--- config.mk ---
export PLATFORM = sky130hd
export DESIGN_NAME = pmt_section_descriptor_parser_core
export DESIGN_NICKNAME = d
export VERILOG_FILES = /design/src/rtl/pmtp_pkg.sv /design/src/rtl/pmtp_front.sv /design/src/rtl/pmtp_back.sv /design/src/rtl/pmt_section_descriptor_parser_core.sv
export SDC_FILE = /design/constraint.sdc
export NUM_CORES = 1
export LEC_CHECK = 0
export ABC_AREA = 1
export BUFFER_PORTS_ARGS = -buffer_cell sky130_fd_sc_hd__clkbuf_2
export CAP_MARGIN = 20
export CELL_PAD_IN_SITES_DETAIL_PLACEMENT = 0
export CELL_PAD_IN_SITES_GLOBAL_PLACEMENT = 2
export CORE_ASPECT_RATIO = 1.75
export CORE_MARGIN = 8
export CORE_UTILIZATION = 33
export DETAILED_ROUTE_END_ITERATION = 8
export PLACE_DENSITY_LB_ADDON = 0.1
export SLEW_MARGIN = 30
export SYNTH_ARGS = -nofsm -noshare
export SYNTH_HDL_FRONTEND = slang
export SYNTH_SLANG_ARGS = --single-unit
export TNS_END_PERCENT = 5
--- constraint.sdc ---
create_clock -name clk -period 7.4 [get_ports clk]
set_clock_uncertainty 0.15 [all_clocks]
set_input_delay 1.11 -clock clk [delete_from_list [all_inputs] [get_ports clk]]
set_output_delay 1.11 -clock clk [all_outputs]
set_load 0.01 [all_outputs]
--- src/rtl/pmtp_pkg.sv ---
// ----------------------------------------------------------------------------
// pmtp_pkg
// Shared types and constants of the PMT section descriptor parser.
// ----------------------------------------------------------------------------
package pmtp_pkg;

    localparam int HEADER_BYTES    = 12;
    localparam int CRC_BYTES       = 4;
    localparam int ES_HEAD_BYTES   = 5;
    localparam int SPEC_BYTES      = 4;
    localparam int SUB_ENTRY_BYTES = 8;
    localparam int SUB_ENTRY_CAP   = 8;

    localparam logic [2:0] KIND_PROGRAM  = 3'd0;
    localparam logic [2:0] KIND_STREAM   = 3'd1;
    localparam logic [2:0] KIND_SPEC     = 3'd2;
    localparam logic [2:0] KIND_SUBTITLE = 3'd3;
    localparam logic [2:0] KIND_END      = 3'd4;

    localparam logic [1:0] STATUS_OK    = 2'd0;
    localparam logic [1:0] STATUS_SHORT = 2'd1;
    localparam logic [1:0] STATUS_EARLY = 2'd2;

    localparam logic       CFG_SPECIFIER_TAG = 1'b0;
    localparam logic       CFG_SUBTITLE_TAG  = 1'b1;

    typedef struct packed {
        logic [7:0] data_byte;
        logic       final_byte;
    } pmtp_in_t;

    typedef struct packed {
        logic [2:0]  record_kind;
        logic        stream_level;
        logic [7:0]  stream_number;
        logic [31:0] word_value;
        logic [15:0] pid_or_page;
        logic [15:0] ancillary_page;
        logic [7:0]  subtitle_kind;
        logic [1:0]  end_status;
        logic        run_end;
    } pmtp_out_t;

    // up to two results of one byte, handed from the parser to the queue
    typedef struct packed {
        logic      first_valid;
        pmtp_out_t first;
        logic      second_valid;
        pmtp_out_t second;
    } pmtp_pair_t;

endpackage

--- src/rtl/pmtp_front.sv ---
// ----------------------------------------------------------------------------
// pmtp_front
// Byte parser: walks the section and classifies each byte into records.
// ----------------------------------------------------------------------------
module pmtp_front
    import pmtp_pkg::*;
#(
    parameter int MAX_SPECIFIERS     = 16,
    parameter int MAX_SUBTITLE_DESCS = 8,
    parameter int MAX_SECTION_BYTES  = 1024
)
(
    input  logic       clk,
    input  logic       rst_n,
    input  logic       step,
    input  pmtp_in_t   in_item,
    input  logic [7:0] specifier_tag,
    input  logic [7:0] subtitle_tag,
    output pmtp_pair_t pair
);

    localparam int PW = ((MAX_SECTION_BYTES > 4095) ? $clog2(MAX_SECTION_BYTES + 1) : 12) + 1;
    localparam int SCW = $clog2(MAX_SPECIFIERS + 1);
    localparam int TCW = $clog2(MAX_SUBTITLE_DESCS + 1);

    localparam logic [2:0] PH_HEADER  = 3'd0;
    localparam logic [2:0] PH_TAG     = 3'd1;
    localparam logic [2:0] PH_LEN     = 3'd2;
    localparam logic [2:0] PH_BODY    = 3'd3;
    localparam logic [2:0] PH_STOPPED = 3'd4;
    localparam logic [2:0] PH_ES_HEAD = 3'd5;
    localparam logic [2:0] PH_TAIL    = 3'd6;
    localparam logic [2:0] PH_ERROR   = 3'd7;

    localparam logic [1:0] MD_SKIP = 2'd0;
    localparam logic [1:0] MD_SPEC = 2'd1;
    localparam logic [1:0] MD_SUB  = 2'd2;

    logic [PW-1:0]  pos_reg, pos_next;
    logic [PW-1:0]  pend_reg, pend_next;
    logic [PW-1:0]  lend_reg, lend_next;
    logic [PW-1:0]  dend_reg, dend_next;
    logic [2:0]     phase_reg, phase_next;
    logic [1:0]     mode_reg, mode_next;
    logic [3:0]     left_reg, left_next;
    logic [SCW-1:0] spc_reg, spc_next;
    logic [TCW-1:0] stc_reg, stc_next;
    logic [63:0]    shift_reg, shift_next;
    logic [7:0]     cur_reg, cur_next;
    logic [3:0]     piece_reg, piece_next;
    logic           level_reg, level_next;

    logic [7:0]    b;
    logic [PW-1:0] bx, p1, total, pil, eil, lim;
    logic [63:0]   sh;
    logic [2:0]    ph;
    logic [3:0]    pc;
    pmtp_out_t     r0, r1;
    logic          v0, v1;

    always_comb
    begin
        b = in_item.data_byte;
        bx = PW'(b);
        p1 = pos_reg + PW'(1);
        pos_next = pos_reg; pend_next = pend_reg; lend_next = lend_reg;
        dend_next = dend_reg; phase_next = phase_reg; mode_next = mode_reg;
        left_next = left_reg; spc_next = spc_reg; stc_next = stc_reg;
        shift_next = shift_reg; cur_next = cur_reg; piece_next = piece_reg;
        level_next = level_reg;
        r0 = '0; r1 = '0; v0 = 1'b0; v1 = 1'b0;
        total = '0; pil = '0; eil = '0; lim = '0; sh = '0; ph = phase_reg; pc = piece_reg;

        if (phase_reg == PH_HEADER)
        begin
            sh = {shift_reg[55:0], b};
            shift_next = sh;
            if (pos_reg == PW'(2))
            begin
                total = PW'({sh[11:8], sh[7:0]}) + PW'(3);
                if (total < PW'(HEADER_BYTES + CRC_BYTES)
                    || total > PW'(MAX_SECTION_BYTES))
                    phase_next = PH_ERROR;
                else
                    pend_next = total - PW'(CRC_BYTES);
            end
            else if (pos_reg == PW'(9))
            begin
                v0 = 1'b1;
                r0.record_kind = KIND_PROGRAM;
                r0.word_value = {16'd0, sh[55:40]};
                r0.pid_or_page = {3'd0, sh[12:8], sh[7:0]};
            end
            else if (pos_reg == PW'(HEADER_BYTES - 1))
            begin
                pil = PW'({sh[11:8], sh[7:0]}) + PW'(HEADER_BYTES);
                lend_next = (pil > pend_reg) ? pend_reg : pil;
                level_next = 1'b0;
                phase_next = PH_TAG;
                mode_next = MD_SKIP; spc_next = '0; stc_next = '0; left_next = '0;
            end
        end
        else if (phase_reg != PH_TAIL && phase_reg != PH_ERROR)
        begin
            if (phase_reg >= PH_TAG && phase_reg <= PH_STOPPED && pos_reg >= lend_reg)
            begin
                if (level_reg && cur_reg != 8'd255)
                    cur_next = cur_reg + 8'd1;
                ph = PH_ES_HEAD;
                pc = '0;
            end
            if (ph == PH_ES_HEAD && pc == '0
                && (pos_reg >= pend_reg || pend_reg - pos_reg < PW'(ES_HEAD_BYTES)))
                ph = PH_TAIL;
            phase_next = ph;
            piece_next = pc;

            if (ph == PH_ES_HEAD)
            begin
                sh = (pc == '0) ? {56'd0, b} : {shift_reg[55:0], b};
                shift_next = sh;
                piece_next = pc + 4'd1;
                if (pc + 4'd1 >= 4'(ES_HEAD_BYTES))
                begin
                    eil = PW'({sh[11:8], sh[7:0]});
                    piece_next = '0;
                    lim = p1 + eil;
                    if (lim > pend_reg)
                        phase_next = PH_TAIL;
                    else
                    begin
                        v0 = 1'b1;
                        r0.record_kind = KIND_STREAM;
                        r0.stream_level = 1'b1;
                        r0.stream_number = cur_next;
                        r0.word_value = {24'd0, sh[39:32]};
                        r0.pid_or_page = {3'd0, sh[28:24], sh[23:16]};
                        lend_next = lim; level_next = 1'b1; phase_next = PH_TAG;
                        mode_next = MD_SKIP; spc_next = '0; stc_next = '0; left_next = '0;
                    end
                end
            end
            else if (ph == PH_TAG)
            begin
                if (pos_reg + PW'(2) > lend_reg)
                    phase_next = PH_STOPPED;
                else
                begin
                    shift_next = {56'd0, b};
                    phase_next = PH_LEN;
                end
            end
            else if (ph == PH_LEN)
            begin
                lim = p1 + bx;
                if (lim > lend_reg)
                    phase_next = PH_STOPPED;
                else
                begin
                    dend_next = lim;
                    mode_next = MD_SKIP;
                    if (shift_reg[7:0] == specifier_tag)
                    begin
                        if (spc_reg < SCW'(MAX_SPECIFIERS) && b >= 8'(SPEC_BYTES))
                        begin
                            spc_next = spc_reg + SCW'(1);
                            mode_next = MD_SPEC;
                        end
                    end
                    else if (shift_reg[7:0] == subtitle_tag)
                    begin
                        if (stc_reg < TCW'(MAX_SUBTITLE_DESCS) && b >= 8'(SUB_ENTRY_BYTES))
                        begin
                            stc_next = stc_reg + TCW'(1);
                            mode_next = MD_SUB;
                            left_next = (b[7:3] > 5'(SUB_ENTRY_CAP)) ? 4'(SUB_ENTRY_CAP)
                                                                     : b[6:3];
                        end
                    end
                    piece_next = '0;
                    shift_next = '0;
                    phase_next = (b == 8'd0) ? PH_TAG : PH_BODY;
                end
            end
            else if (ph == PH_BODY)
            begin
                sh = {shift_reg[55:0], b};
                if (mode_reg == MD_SPEC)
                begin
                    shift_next = sh;
                    piece_next = pc + 4'd1;
                    if (pc + 4'd1 >= 4'(SPEC_BYTES))
                    begin
                        v0 = 1'b1;
                        r0.record_kind = KIND_SPEC;
                        r0.stream_level = level_reg;
                        r0.stream_number = level_reg ? cur_reg : 8'd0;
                        r0.word_value = sh[31:0];
                        mode_next = MD_SKIP;
                    end
                end
                else if (mode_reg == MD_SUB)
                begin
                    shift_next = sh;
                    piece_next = pc + 4'd1;
                    if (pc + 4'd1 >= 4'(SUB_ENTRY_BYTES))
                    begin
                        v0 = 1'b1;
                        r0.record_kind = KIND_SUBTITLE;
                        r0.stream_level = level_reg;
                        r0.stream_number = level_reg ? cur_reg : 8'd0;
                        r0.word_value = {8'd0, sh[63:40]};
                        r0.subtitle_kind = sh[39:32];
                        r0.pid_or_page = sh[31:16];
                        r0.ancillary_page = sh[15:0];
                        piece_next = '0;
                        shift_next = '0;
                        left_next = (left_reg != 4'd0) ? left_reg - 4'd1 : 4'd0;
                        if (left_reg <= 4'd1)
                            mode_next = MD_SKIP;
                    end
                end
                if (p1 >= dend_reg)
                begin
                    phase_next = PH_TAG;
                    mode_next = MD_SKIP;
                end
            end
        end

        if (pos_reg < PW'(MAX_SECTION_BYTES))
            pos_next = p1;

        if (in_item.final_byte)
        begin
            r1.record_kind = KIND_END;
            if (phase_next == PH_ERROR)
                r1.end_status = STATUS_SHORT;
            else if (phase_next == PH_HEADER)
                r1.end_status = STATUS_EARLY;
            else if (p1 < pend_reg + PW'(CRC_BYTES))
                r1.end_status = STATUS_EARLY;
            else
                r1.end_status = STATUS_OK;
            r1.run_end = 1'b1;
            v1 = 1'b1;
            pos_next = '0; pend_next = '0; lend_next = '0; dend_next = '0;
            phase_next = PH_HEADER; mode_next = MD_SKIP; left_next = '0;
            spc_next = '0; stc_next = '0; shift_next = '0; cur_next = '0;
            piece_next = '0; level_next = 1'b0;
        end
        else
            r0.run_end = 1'b1;

        pair.first_valid = v0;
        pair.first = r0;
        pair.second_valid = v1;
        pair.second = r1;
    end

    always_ff @(posedge clk or negedge rst_n)
    begin
        if (!rst_n)
        begin
            pos_reg <= '0; pend_reg <= '0; lend_reg <= '0; dend_reg <= '0;
            phase_reg <= PH_HEADER; mode_reg <= MD_SKIP; left_reg <= '0;
            spc_reg <= '0; stc_reg <= '0; shift_reg <= '0; cur_reg <= '0;
            piece_reg <= '0; level_reg <= 1'b0;
        end
        else if (step)
        begin
            pos_reg <= pos_next; pend_reg <= pend_next; lend_reg <= lend_next;
            dend_reg <= dend_next; phase_reg <= phase_next; mode_reg <= mode_next;
            left_reg <= left_next; spc_reg <= spc_next; stc_reg <= stc_next;
            shift_reg <= shift_next; cur_reg <= cur_next; piece_reg <= piece_next;
            level_reg <= level_next;
        end
    end

endmodule

--- src/rtl/pmtp_back.sv ---
// ----------------------------------------------------------------------------
// pmtp_back
// Record queue: holds parsed records and hands them out one per cycle while out_stall is low.
// ----------------------------------------------------------------------------
module pmtp_back
    import pmtp_pkg::*;
(
    input  logic       clk,
    input  logic       rst_n,
    input  logic       push,
    input  pmtp_pair_t pair,
    output logic       room,
    output logic       out_valid,
    output pmtp_out_t  out_data,
    input  logic       out_stall
);

    localparam int DEPTH = 4;

    pmtp_out_t  mem_reg [DEPTH];
    logic [1:0] wp_reg, wp_next, rp_reg, rp_next;
    logic [2:0] cnt_reg, cnt_next;
    logic       pop;
    logic [1:0] nin;

    assign out_valid = (cnt_reg != 3'd0);
    assign out_data  = mem_reg[rp_reg];
    assign pop  = out_valid && !out_stall;
    assign room = (cnt_reg <= 3'd2);
    assign nin  = push ? (2'(pair.first_valid) + 2'(pair.second_valid)) : 2'd0;

    always_comb
    begin
        rp_next  = rp_reg + 2'(pop);
        wp_next  = wp_reg + nin;
        cnt_next = cnt_reg + 3'(nin) - 3'(pop);
    end

    always_ff @(posedge clk)
    begin
        if (push && pair.first_valid)
            mem_reg[wp_reg] <= pair.first;
        if (push && pair.second_valid)
            mem_reg[wp_reg + 2'(pair.first_valid)] <= pair.second;
    end

    always_ff @(posedge clk or negedge rst_n)
    begin
        if (!rst_n)
        begin
            wp_reg <= '0; rp_reg <= '0; cnt_reg <= '0;
        end
        else
        begin
            wp_reg <= wp_next; rp_reg <= rp_next; cnt_reg <= cnt_next;
        end
    end

endmodule

--- src/rtl/pmt_section_descriptor_parser_core.sv ---
// ----------------------------------------------------------------------------
// pmt_section_descriptor_parser_core
// PMT section parser reporting program, stream, specifier and subtitle records.
// ----------------------------------------------------------------------------
// Input channel in_valid/in_stall/in_data carries one section byte per
// transaction with a final flag. Output channel out_valid/out_stall/out_data
// carries one record per transaction; a byte yields up to two records, the
// last one of a byte marked with run_end.
// Throughput: one byte per cycle while the output drains one record per
// cycle; the parser takes a byte whenever the four-entry record queue has
// two free slots. Each record is registered in the queue before it is output.
// Configuration writes (cfg_we, cfg_index, cfg_data) set the two descriptor
// tags and take effect on the next byte.
// Reset clears parser state and the queue and restores tags 95 and 89.
// A stalled receiver backs up the queue; in_stall rises at three records.
// ----------------------------------------------------------------------------
module pmt_section_descriptor_parser_core
    import pmtp_pkg::*;
#(
    parameter int MAX_SPECIFIERS     = 16,
    parameter int MAX_SUBTITLE_DESCS = 8,
    parameter int MAX_SECTION_BYTES  = 1024
)
(
    input  logic      clk,
    input  logic      rst_n,
    input  logic      in_valid,
    output logic      in_stall,
    input  pmtp_in_t  in_data,
    output logic      out_valid,
    input  logic      out_stall,
    output pmtp_out_t out_data,
    input  logic      cfg_we,
    input  logic      cfg_index,
    input  logic [7:0] cfg_data
);

    logic [7:0] spec_tag_reg, sub_tag_reg;
    logic       room, step;
    pmtp_pair_t pair;

    assign in_stall = !room;
    assign step = in_valid && room;

    always_ff @(posedge clk or negedge rst_n)
    begin
        if (!rst_n)
        begin
            spec_tag_reg <= 8'd95;
            sub_tag_reg  <= 8'd89;
        end
        else if (cfg_we)
        begin
            if (cfg_index == CFG_SPECIFIER_TAG)
                spec_tag_reg <= cfg_data;
            else
                sub_tag_reg <= cfg_data;
        end
    end

    pmtp_front #(
        .MAX_SPECIFIERS     (MAX_SPECIFIERS),
        .MAX_SUBTITLE_DESCS (MAX_SUBTITLE_DESCS),
        .MAX_SECTION_BYTES  (MAX_SECTION_BYTES)
    ) u_front (
        .clk           (clk),
        .rst_n         (rst_n),
        .step          (step),
        .in_item       (in_data),
        .specifier_tag (spec_tag_reg),
        .subtitle_tag  (sub_tag_reg),
        .pair          (pair)
    );

    pmtp_back u_back (
        .clk       (clk),
        .rst_n     (rst_n),
        .push      (step),
        .pair      (pair),
        .room      (room),
        .out_valid (out_valid),
        .out_data  (out_data),
        .out_stall (out_stall)
    );

endmodule

==> results of run 1 <==
-- cell families (layout without fill, tap and decap cells) --
kind of cell    Yosys count  after routing
compound gates          993            993
xor+xnor                 83             83
fa+ha+maj               148            148
buf+inv                 626            611
flops                   510            510
mux                       1              1
simple gates           1984           1984
-- worst reg2reg max path: cells and delay by family, from the launching register on --
family / cells / cell delay (ns)
AO/OA/AOI/OAI: 7 / 0.92
XOR/XNOR: 1 / 0.12
adder cells (fa/ha/maj): 5 / 1.38
buffers and inverters: 7 / 0.73
flip-flops: 1 / 0.59
AND/OR/NAND/NOR: 19 / 2.68
-- metrics by stage --
stage,std cells,instance area (um2)
4_1_cts,5528,34200
3_5_place_dp,5427,32300
6_report,5530,34200
5_1_grt,5530,34200
2_1_floorplan,4345,30800
3_3_place_gp,5427,32300
-- cells in the mapped netlist (4+ instances only) --
cell       count
nand3b_1       5
o211ai_1      27
a31oi_1        4
nor3_1        48
a22oi_1        8
nor2_1       471
nand3_1      144
nand4_1      377
ha_1         145
nand2_1      876
buf_1         26
dfxtp_1      332
xnor2_1       17
buf_2         41
o2111ai_1      8
o21a_1         8
buf_6         18
a21o_1         4
nand2_4        6
o22ai_1      118
or2_2         11
o21ai_0      337
inv_1        283
nor3_2         9
nand2_2        8
nor2_4         6
clkinv_1       8
xor2_1        66
clkbuf_1     211
o21ai_1        8
nor4_1        14
buf_4         27
a21oi_1      450
edfxtp_1      16
inv_2          9
dfrtp_1      152
dfstp_2       10
-- layout make-up --
type	count	area [um2]
clock buffer	80	1570
clock inverter	21	273
fill	10118	58600
inverter	301	1140
multi-input combinational	3209	17000
sequential	510	11200
tap	1200	1500
timing repair buffer	209	1500
-- per-layer routing --
metal  share of wire  global-route usage  up-vias
met1            0.38               0.295    15182
met2            0.52               0.484      796
met4           0.059               0.136        0
li1                -                   -    14791
met3           0.036              0.0228      263
met5               0                   0        -
-- worst paths after layout --
| path | cells after the start | slack, ns | from | end |
|---|---|---|---|---|
| max in group asynchronous | 2 | 5.57 | rst_n | u_front.shift_reg[38] |
| setup / recovery | 39 | 0.53 | u_front.pos_reg[0] | u_back.mem_reg[3][0] |
| hold / removal | 1 | 0.27 | rst_n | u_front.lend_reg[7] |
| hold reg to reg | 2 | 0.31 | u_back.mem_reg[1][4] | u_back.mem_reg[1][4] |
| setup reg to reg | 39 | 0.53 | u_front.pos_reg[0] | u_back.mem_reg[3][0] |
| min in group clk | 2 | 0.31 | u_back.mem_reg[1][4] | u_back.mem_reg[1][4] |
-- power breakdown --
part           switching, mW  internal [mW]
clock                   1.29           1.62
combinational           6.69           2.44
sequential             0.525           3.12
total                   8.51           7.17
==> report_table.html, run 1 <==
<table>
<tr><th>Metric</th><th>Value</th></tr>
<tr><th colspan="2">Timing</th></tr>
<tr><td>Highest clock frequency the design can meet</td><td>146 MHz</td></tr>
<tr><td>Crit share post-route</td><td>0.929</td></tr>
<tr><td>RSZ-0062 raised after global routing</td><td>no</td></tr>
<tr><td>Final setup violation count</td><td>0</td></tr>
<tr><td>Final worst-path setup slack</td><td>roughly 0.53 ns</td></tr>
<tr><td>Final Hold Violating Endpoints</td><td>0</td></tr>
<tr><td>Max-Slew Margin vs Limit</td><td>0.266</td></tr>
<tr><td>Max-slew violation count</td><td>0</td></tr>
<tr><td>Transition time at the pin with the least slew margin</td><td>1.10 ns</td></tr>
<tr><td>Total negative slack for setup checks</td><td>0 ns</td></tr>
<tr><td>Worst hold margin</td><td>between 0.2 and 0.3 ns</td></tr>
<tr><td>Clock period minus worst slack</td><td>just under 7 ns</td></tr>
<tr><th colspan="2">Floorplanning</th></tr>
<tr><td>Total core area</td><td>92800 um2</td></tr>
<tr><td>I/O pin total</td><td>approximately 110</td></tr>
<tr><td>Placement row count</td><td>about 150</td></tr>
<tr><td>Floorplan die area</td><td>roughly 100000 um2</td></tr>
<tr><td>Die boundary width</td><td>~250 um</td></tr>
<tr><td>Floorplan die height</td><td>around 420 um</td></tr>
<tr><td>Starting Density</td><td>0.332</td></tr>
<tr><th colspan="2">Finish</th></tr>
<tr><td>Leading cell type in the layout, fill and taps excluded</td><td>nand2_1</td></tr>
<tr><td>Final standard cell utilization of the core</td><td>0.369</td></tr>
<tr><td>Fraction of final layout cells sized beyond drive strength 1</td><td>0.0894</td></tr>
<tr><td>Net count of the finished layout</td><td>between 4000 and 5000</td></tr>
<tr><td>Flip-flop count of the largest register, all copies and words added</td><td>between 300 and 400</td></tr>
<tr><td># diodes</td><td>0</td></tr>
<tr><td>Synthesis-to-finish area growth</td><td>11.2%</td></tr>
<tr><td>Most frequent cells in the layout</td><td>876 x nand2_1, 466 x nor2_1, 449 x a21oi_1</td></tr>
<tr><th colspan="2">Outcome</th></tr>
<tr><td>Result of the run</td><td>complete, no violations</td></tr>
<tr><th colspan="2">Power</th></tr>
<tr><td>Worst IR Drop VDD</td><td>roughly 0.27 mV</td></tr>
<tr><td>Pwr Density</td><td>458 nW/um2</td></tr>
<tr><td>Overall power</td><td>~16 mW</td></tr>
<tr><td>Leakage Power</td><td>roughly 14 nW</td></tr>
<tr><th colspan="2">GRT</th></tr>
<tr><td>Residual overflow from global routing</td><td>0</td></tr>
<tr><td>Number of global-route vias before repair</td><td>approximately 30000</td></tr>
<tr><td>Total routing resource utilization after global routing</td><td>0.262</td></tr>
<tr><td>First-pass GRT wire length</td><td>between 200000 and 250000 um</td></tr>
<tr><td>Initial antenna violation count</td><td>0</td></tr>
<tr><td>Largest net degree at the start of global routing</td><td>198</td></tr>
<tr><th colspan="2">Logic synthesis</th></tr>
<tr><td>XOR/XNOR share of the synthesized area</td><td>0.0236</td></tr>
<tr><td>Synthesized-area fraction occupied by adder cells</td><td>0.0609</td></tr>
<tr><td>Synth top area share</td><td>0.216</td></tr>
<tr><td>Simple-gate share of the synthesized area</td><td>0.291</td></tr>
<tr><td>Compound-gate portion of the synthesized area</td><td>0.174</td></tr>
<tr><td>Share of synthesized registers carrying an async set or reset</td><td>0.318</td></tr>
<tr><td>Post-synthesis mux area share</td><td>0.000325</td></tr>
<tr><td>Net count of the mapped netlist</td><td>4516</td></tr>
<tr><td>Synth area leaders</td><td>dfxtp_1 22%, dfrtp_1 12%, nand2_1 11%</td></tr>
<tr><td>Number of standard cells after synthesis</td><td>between 4000 and 5000</td></tr>
<tr><td>Synthesis-stage register bit count</td><td>510</td></tr>
<tr><td>Combinational family with the most area after synthesis</td><td>simple AND/OR/NAND/NOR gates</td></tr>
<tr><td>Post-synth top area cell</td><td>dfxtp_1</td></tr>
<tr><td>Sequential share of the synthesized area</td><td>0.364</td></tr>
<tr><td>Unique cell type count in the Yosys netlist</td><td>61</td></tr>
<tr><td>Area of the mapped netlist</td><td>~31000 um2</td></tr>
<tr><td>Number of enable flip-flop cells after synthesis</td><td>16</td></tr>
<tr><td>Warning count from the yosys run</td><td>0</td></tr>
<tr><td>Top flip-flop cell by instance count after synthesis</td><td>dfxtp_1</td></tr>
<tr><td>Avg Cell Area, Syn</td><td>between 7 and 8 um2</td></tr>
<tr><th colspan="2">Critical path</th></tr>
<tr><td>Startpoint types</td><td>register</td></tr>
<tr><td>Slowest Stage Delay on Critical Path</td><td>slightly below 0.6 ns</td></tr>
<tr><td>Critical path class</td><td>register to register</td></tr>
<tr><td>Required time at the worst-slack endpoint</td><td>7.58 ns</td></tr>
<tr><td>Capturing element type of the critical path</td><td>register</td></tr>
<tr><td>Cell with the largest stage delay on the worst path</td><td>dfrtp_1</td></tr>
<tr><td>Category of cells accounting for the largest share of critical-path delay</td><td>simple AND/OR/NAND/NOR gates</td></tr>
<tr><td>WP buf/inv</td><td>7</td></tr>
<tr><td>Crit path max fanout</td><td>10</td></tr>
<tr><td>Cell mode on critical path</td><td>inv_1</td></tr>
<tr><td>Data arrival at the endpoint of the critical path</td><td>7.05 ns</td></tr>
<tr><th colspan="2">Detailed routing</th></tr>
<tr><td>1st-pass router iterations</td><td>8</td></tr>
<tr><td>Avg Vias per Cell</td><td>5.61</td></tr>
<tr><td>Remaining design rule violation count</td><td>0</td></tr>
<tr><td>Count of nets left with antenna violations after detail routing</td><td>0</td></tr>
<tr><td>Mean routed wirelength per cell</td><td>~25 um</td></tr>
<tr><td>Vias after detailed routing</td><td>slightly above 30000</td></tr>
<tr><td>Starting DRT DRC Count</td><td>roughly 2300</td></tr>
<tr><td>Total Wirelength</td><td>approximately 140000 um</td></tr>
<tr><th colspan="2">Worst hold path</th></tr>
<tr><td>Kind of path behind the tightest hold check</td><td>input pin to asynchronous set/reset pin</td></tr>
<tr><th colspan="2">Clocking</th></tr>
<tr><td>Clock Root Buffer</td><td>clkbuf_16</td></tr>
<tr><td>Postcts setup bufs</td><td>0</td></tr>
<tr><td>Cts bufs inserted</td><td>54</td></tr>
<tr><td>H-tree depth</td><td>2</td></tr>
<tr><td>Number of resized instances in the post-cts repair step</td><td>0</td></tr>
<tr><td>TritonCTS clock tree</td><td>built</td></tr>
<tr><td>Number of clock sinks</td><td>just over 500</td></tr>
<tr><td>Maximum count of clock buffers along a single path</td><td>3</td></tr>
<tr><td>Clk slew on worst S/H paths</td><td>~0.060 ns</td></tr>
<tr><td>CTS hold repair buffers</td><td>0</td></tr>
<tr><td>Clk Latency, worst-skew pair</td><td>approximately 0.64 ns</td></tr>
<tr><th colspan="2">Placement</th></tr>
<tr><td>Number of port buffers</td><td>between 100 and 150</td></tr>
<tr><td>Detailed Place HPWL</td><td>roughly 95000 um</td></tr>
<tr><td>RD Place Congestion</td><td>slightly above 0.9</td></tr>
<tr><td>Worst slack after detailed placement</td><td>approximately 0.54 ns</td></tr>
<tr><th colspan="2">Job</th></tr>
<tr><td>Count of max-cap constraint violations</td><td>0</td></tr>
</table>
Note: power is estimated with default switching activity, not from simulation.
==> run 2: changes to the inputs <==
--- a/config.mk
+++ b/config.mk
@@ -15,6 +15,7 @@
 export CORE_UTILIZATION = 33
 export DETAILED_ROUTE_END_ITERATION = 8
 export PLACE_DENSITY_LB_ADDON = 0.1
+export RECOVER_POWER = 50
 export SLEW_MARGIN = 30
 export SYNTH_ARGS = -nofsm -noshare
 export SYNTH_HDL_FRONTEND = slang
==> report_table.html, run 2 (synthesis results as in run 1) <==
<table>
<tr><th>Metric</th><th>Value</th></tr>
<tr><th colspan="2">Floorplanning</th></tr>
<tr><td>Die boundary width</td><td>about 250 um</td></tr>
<tr><td>Total core area</td><td>approximately 90000 um2</td></tr>
<tr><td>Floorplan die height</td><td>roughly 420 um</td></tr>
<tr><td>Placement row count</td><td>148</td></tr>
<tr><td>Starting Density</td><td>0.332</td></tr>
<tr><td>I/O pin total</td><td>between 100 and 150</td></tr>
<tr><td>Floorplan die area</td><td>just over 100000 um2</td></tr>
<tr><th colspan="2">Critical path</th></tr>
<tr><td>Data arrival at the endpoint of the critical path</td><td>7.34 ns</td></tr>
<tr><td>Startpoint types</td><td>register</td></tr>
<tr><td>Cell mode on critical path</td><td>nor2_1</td></tr>
<tr><td>Required time at the worst-slack endpoint</td><td>between 7 and 8 ns</td></tr>
<tr><td>Cell with the largest stage delay on the worst path</td><td>nor2_1</td></tr>
<tr><td>Crit path max fanout</td><td>18</td></tr>
<tr><td>WP buf/inv</td><td>6</td></tr>
<tr><td>Category of cells accounting for the largest share of critical-path delay</td><td>simple AND/OR/NAND/NOR gates</td></tr>
<tr><td>Capturing element type of the critical path</td><td>register</td></tr>
<tr><td>Launch instance of the worst register-to-register path</td><td>u_front.pos_reg[0]</td></tr>
<tr><td>Slowest Stage Delay on Critical Path</td><td>1.23 ns</td></tr>
<tr><td>Worst setup path start</td><td>u_front.pos_reg[0]</td></tr>
<tr><td>Critical path class</td><td>register to register</td></tr>
<tr><th colspan="2">Finish</th></tr>
<tr><td>Flip-flop count of the largest register, all copies and words added</td><td>approximately 350</td></tr>
<tr><td>Fraction of final layout cells sized beyond drive strength 1</td><td>0.0661</td></tr>
<tr><td>Number of standard cells in the final layout excluding fillers</td><td>~5500</td></tr>
<tr><td># diodes</td><td>0</td></tr>
<tr><td>Design area</td><td>~34000 um2</td></tr>
<tr><td>Leading cell type in the layout, fill and taps excluded</td><td>nand2_1</td></tr>
<tr><td>Most frequent cells in the layout</td><td>876 x nand2_1, 467 x nor2_1, 450 x a21oi_1</td></tr>
<tr><td>Synthesis-to-finish area growth</td><td>10.6%</td></tr>
<tr><td>Net count of the finished layout</td><td>around 4500</td></tr>
<tr><th colspan="2">Clocking</th></tr>
<tr><td>Number of clock sinks</td><td>510</td></tr>
<tr><td>TritonCTS clock tree</td><td>built</td></tr>
<tr><td>Clk slew on worst S/H paths</td><td>roughly 0.07 ns</td></tr>
<tr><td>Maximum count of clock buffers along a single path</td><td>3</td></tr>
<tr><td>Clock Root Buffer</td><td>clkbuf_16</td></tr>
<tr><td>Clk Latency, worst-skew pair</td><td>about 0.64 ns</td></tr>
<tr><td>Postcts setup bufs</td><td>0</td></tr>
<tr><td>CTS hold repair buffers</td><td>0</td></tr>
<tr><td>H-tree depth</td><td>2</td></tr>
<tr><td>Cts bufs inserted</td><td>54</td></tr>
<tr><td>Number of resized instances in the post-cts repair step</td><td>0</td></tr>
<tr><th colspan="2">Outcome</th></tr>
<tr><td>Result of the run</td><td>finished, violations left</td></tr>
<tr><td>Violated checks</td><td>capacitance limit, slew limit</td></tr>
<tr><th colspan="2">Detailed routing</th></tr>
<tr><td>Routed length on met2</td><td>73400 um</td></tr>
<tr><td>Remaining design rule violation count</td><td>0</td></tr>
<tr><td>Met3 wire length</td><td>5120 um</td></tr>
<tr><td>Vias after detailed routing</td><td>31110</td></tr>
<tr><td>Met1 routed wirelength after detailed routing</td><td>between 50000 and 60000 um</td></tr>
<tr><td>Top sig layer</td><td>met4</td></tr>
<tr><td>Total Wirelength</td><td>approximately 140000 um</td></tr>
<tr><td>1st-pass router iterations</td><td>5</td></tr>
<tr><td>Mean routed wirelength per cell</td><td>approximately 25 um</td></tr>
<tr><td>Count of nets left with antenna violations after detail routing</td><td>0</td></tr>
<tr><td>Avg Vias per Cell</td><td>5.63</td></tr>
<tr><td>Starting DRT DRC Count</td><td>around 2300</td></tr>
<tr><th colspan="2">Worst hold path</th></tr>
<tr><td>Kind of path behind the tightest hold check</td><td>register to register</td></tr>
<tr><td>Hold path startpoint</td><td>u_back.mem_reg[1][4]</td></tr>
<tr><th colspan="2">GRT</th></tr>
<tr><td>Total routing resource utilization after global routing</td><td>0.262</td></tr>
<tr><td>Largest net degree at the start of global routing</td><td>slightly below 200</td></tr>
<tr><td>Residual overflow from global routing</td><td>0</td></tr>
<tr><td>Number of global-route vias before repair</td><td>30240</td></tr>
<tr><td>First-pass GRT wire length</td><td>about 210000 um</td></tr>
<tr><td>Initial antenna violation count</td><td>0</td></tr>
<tr><th colspan="2">Timing</th></tr>
<tr><td>Total negative slack for setup checks</td><td>0 ns</td></tr>
<tr><td>RSZ-0062 raised after global routing</td><td>no</td></tr>
<tr><td>Transition time at the pin with the least slew margin</td><td>3.53 ns</td></tr>
<tr><td>Max-Slew Margin vs Limit</td><td>-1.35</td></tr>
<tr><td>Worst hold margin</td><td>0.307 ns</td></tr>
<tr><td>Crit share post-route</td><td>0.934</td></tr>
<tr><td>Highest clock frequency the design can meet</td><td>between 100 and 150 MHz</td></tr>
<tr><td>Max-slew violation count</td><td>304</td></tr>
<tr><td>Final Hold Violating Endpoints</td><td>0</td></tr>
<tr><td>Final setup violation count</td><td>0</td></tr>
<tr><td>Clock period minus worst slack</td><td>a little under 7 ns</td></tr>
<tr><th colspan="2">Placement</th></tr>
<tr><td>Number of port buffers</td><td>between 100 and 150</td></tr>
<tr><td>Detailed Place HPWL</td><td>between 90000 and 100000 um</td></tr>
<tr><td>Placed standard-cell area</td><td>around 32000 um2</td></tr>
<tr><td>RD Place Congestion</td><td>0.913</td></tr>
<tr><td>Placed Cells</td><td>around 5400</td></tr>
<tr><th colspan="2">Power</th></tr>
<tr><td>Leakage Power</td><td>~14 nW</td></tr>
<tr><td>Worst IR Drop VDD</td><td>around 0.27 mV</td></tr>
<tr><td>Overall power</td><td>between 15 and 20 mW</td></tr>
<tr><td>Pwr Density</td><td>around 460 nW/um2</td></tr>
<tr><th colspan="2">Job</th></tr>
<tr><td>Count of max-cap constraint violations</td><td>5</td></tr>
</table>
## run 2: cell types whose count changed in the layout (fill, tap and decap cells not counted), sizes merged
cell	before	now
buf	99	88
clkbuf	190	201
## run 2: layer usage
| metal | up-vias | global-route usage |
|---|---|---|
| li1 | 14787 | - |
| met1 | 15195 | 0.295 |
| met2 | 867 | 0.484 |
| met3 | 261 | 0.0228 |
| met4 | 0 | 0.136 |
| met5 | - | 0 |
## run 2: metrics by stage
| stage | setup WS, ns | util |
|---|---|---|
| 4_1_cts | 0.523 | 0.368 |
| 5_1_grt | 0.0183 | 0.367 |
| 3_5_place_dp | 0.544 | 0.348 |
| 2_1_floorplan | 0.168 | - |
| 6_report | 0.488 | 0.367 |
| 3_3_place_gp | 0.619 | 0.348 |
## run 2: cell type report
| class | count | area, um2 |
|---|---|---|
| fillers | 10181 | 58700 |
| multi-input cells | 3209 | 17000 |
| flip-flops and latches | 510 | 11200 |
| clock buffers | 80 | 1570 |
| well taps | 1200 | 1500 |
| repair buffers | 209 | 1330 |
| inverters | 301 | 1140 |
| clock inverters | 21 | 273 |
## run 2: worst paths after layout
path                                         endpoint  slack (ns)  cells past startpoint
worst max-delay path            u_front.shift_reg[31]        0.49                     28
worst min-delay path             u_back.mem_reg[1][4]        0.31                      2
worst max register to register  u_front.shift_reg[31]        0.49                     28
worst min register to register   u_back.mem_reg[1][4]        0.31                      2
max in group asynchronous       u_front.shift_reg[38]        1.26                      2
min in group asynchronous         u_front.lend_reg[9]        1.20                      1
## run 2: worst register-to-register path: cells and delay by family (launching register included)
| kind | cells | cell delay [ns] |
|---|---|---|
| adders and majority gates | 3 | 1.02 |
| AOI/OAI and AO/OA | 3 | 0.51 |
| DFF | 1 | 0.60 |
| buffers and inverters | 6 | 1.26 |
| and+or+nand+nor | 14 | 2.78 |
| xor gates and xnor gates | 2 | 0.56 |
## run 2: where the power goes
group | total (mW) | internal (mW) | switching (mW)
combinational | 9.03 | 2.35 | 6.68
sequential | 3.64 | 3.11 | 0.523
clock | 2.91 | 1.62 | 1.29
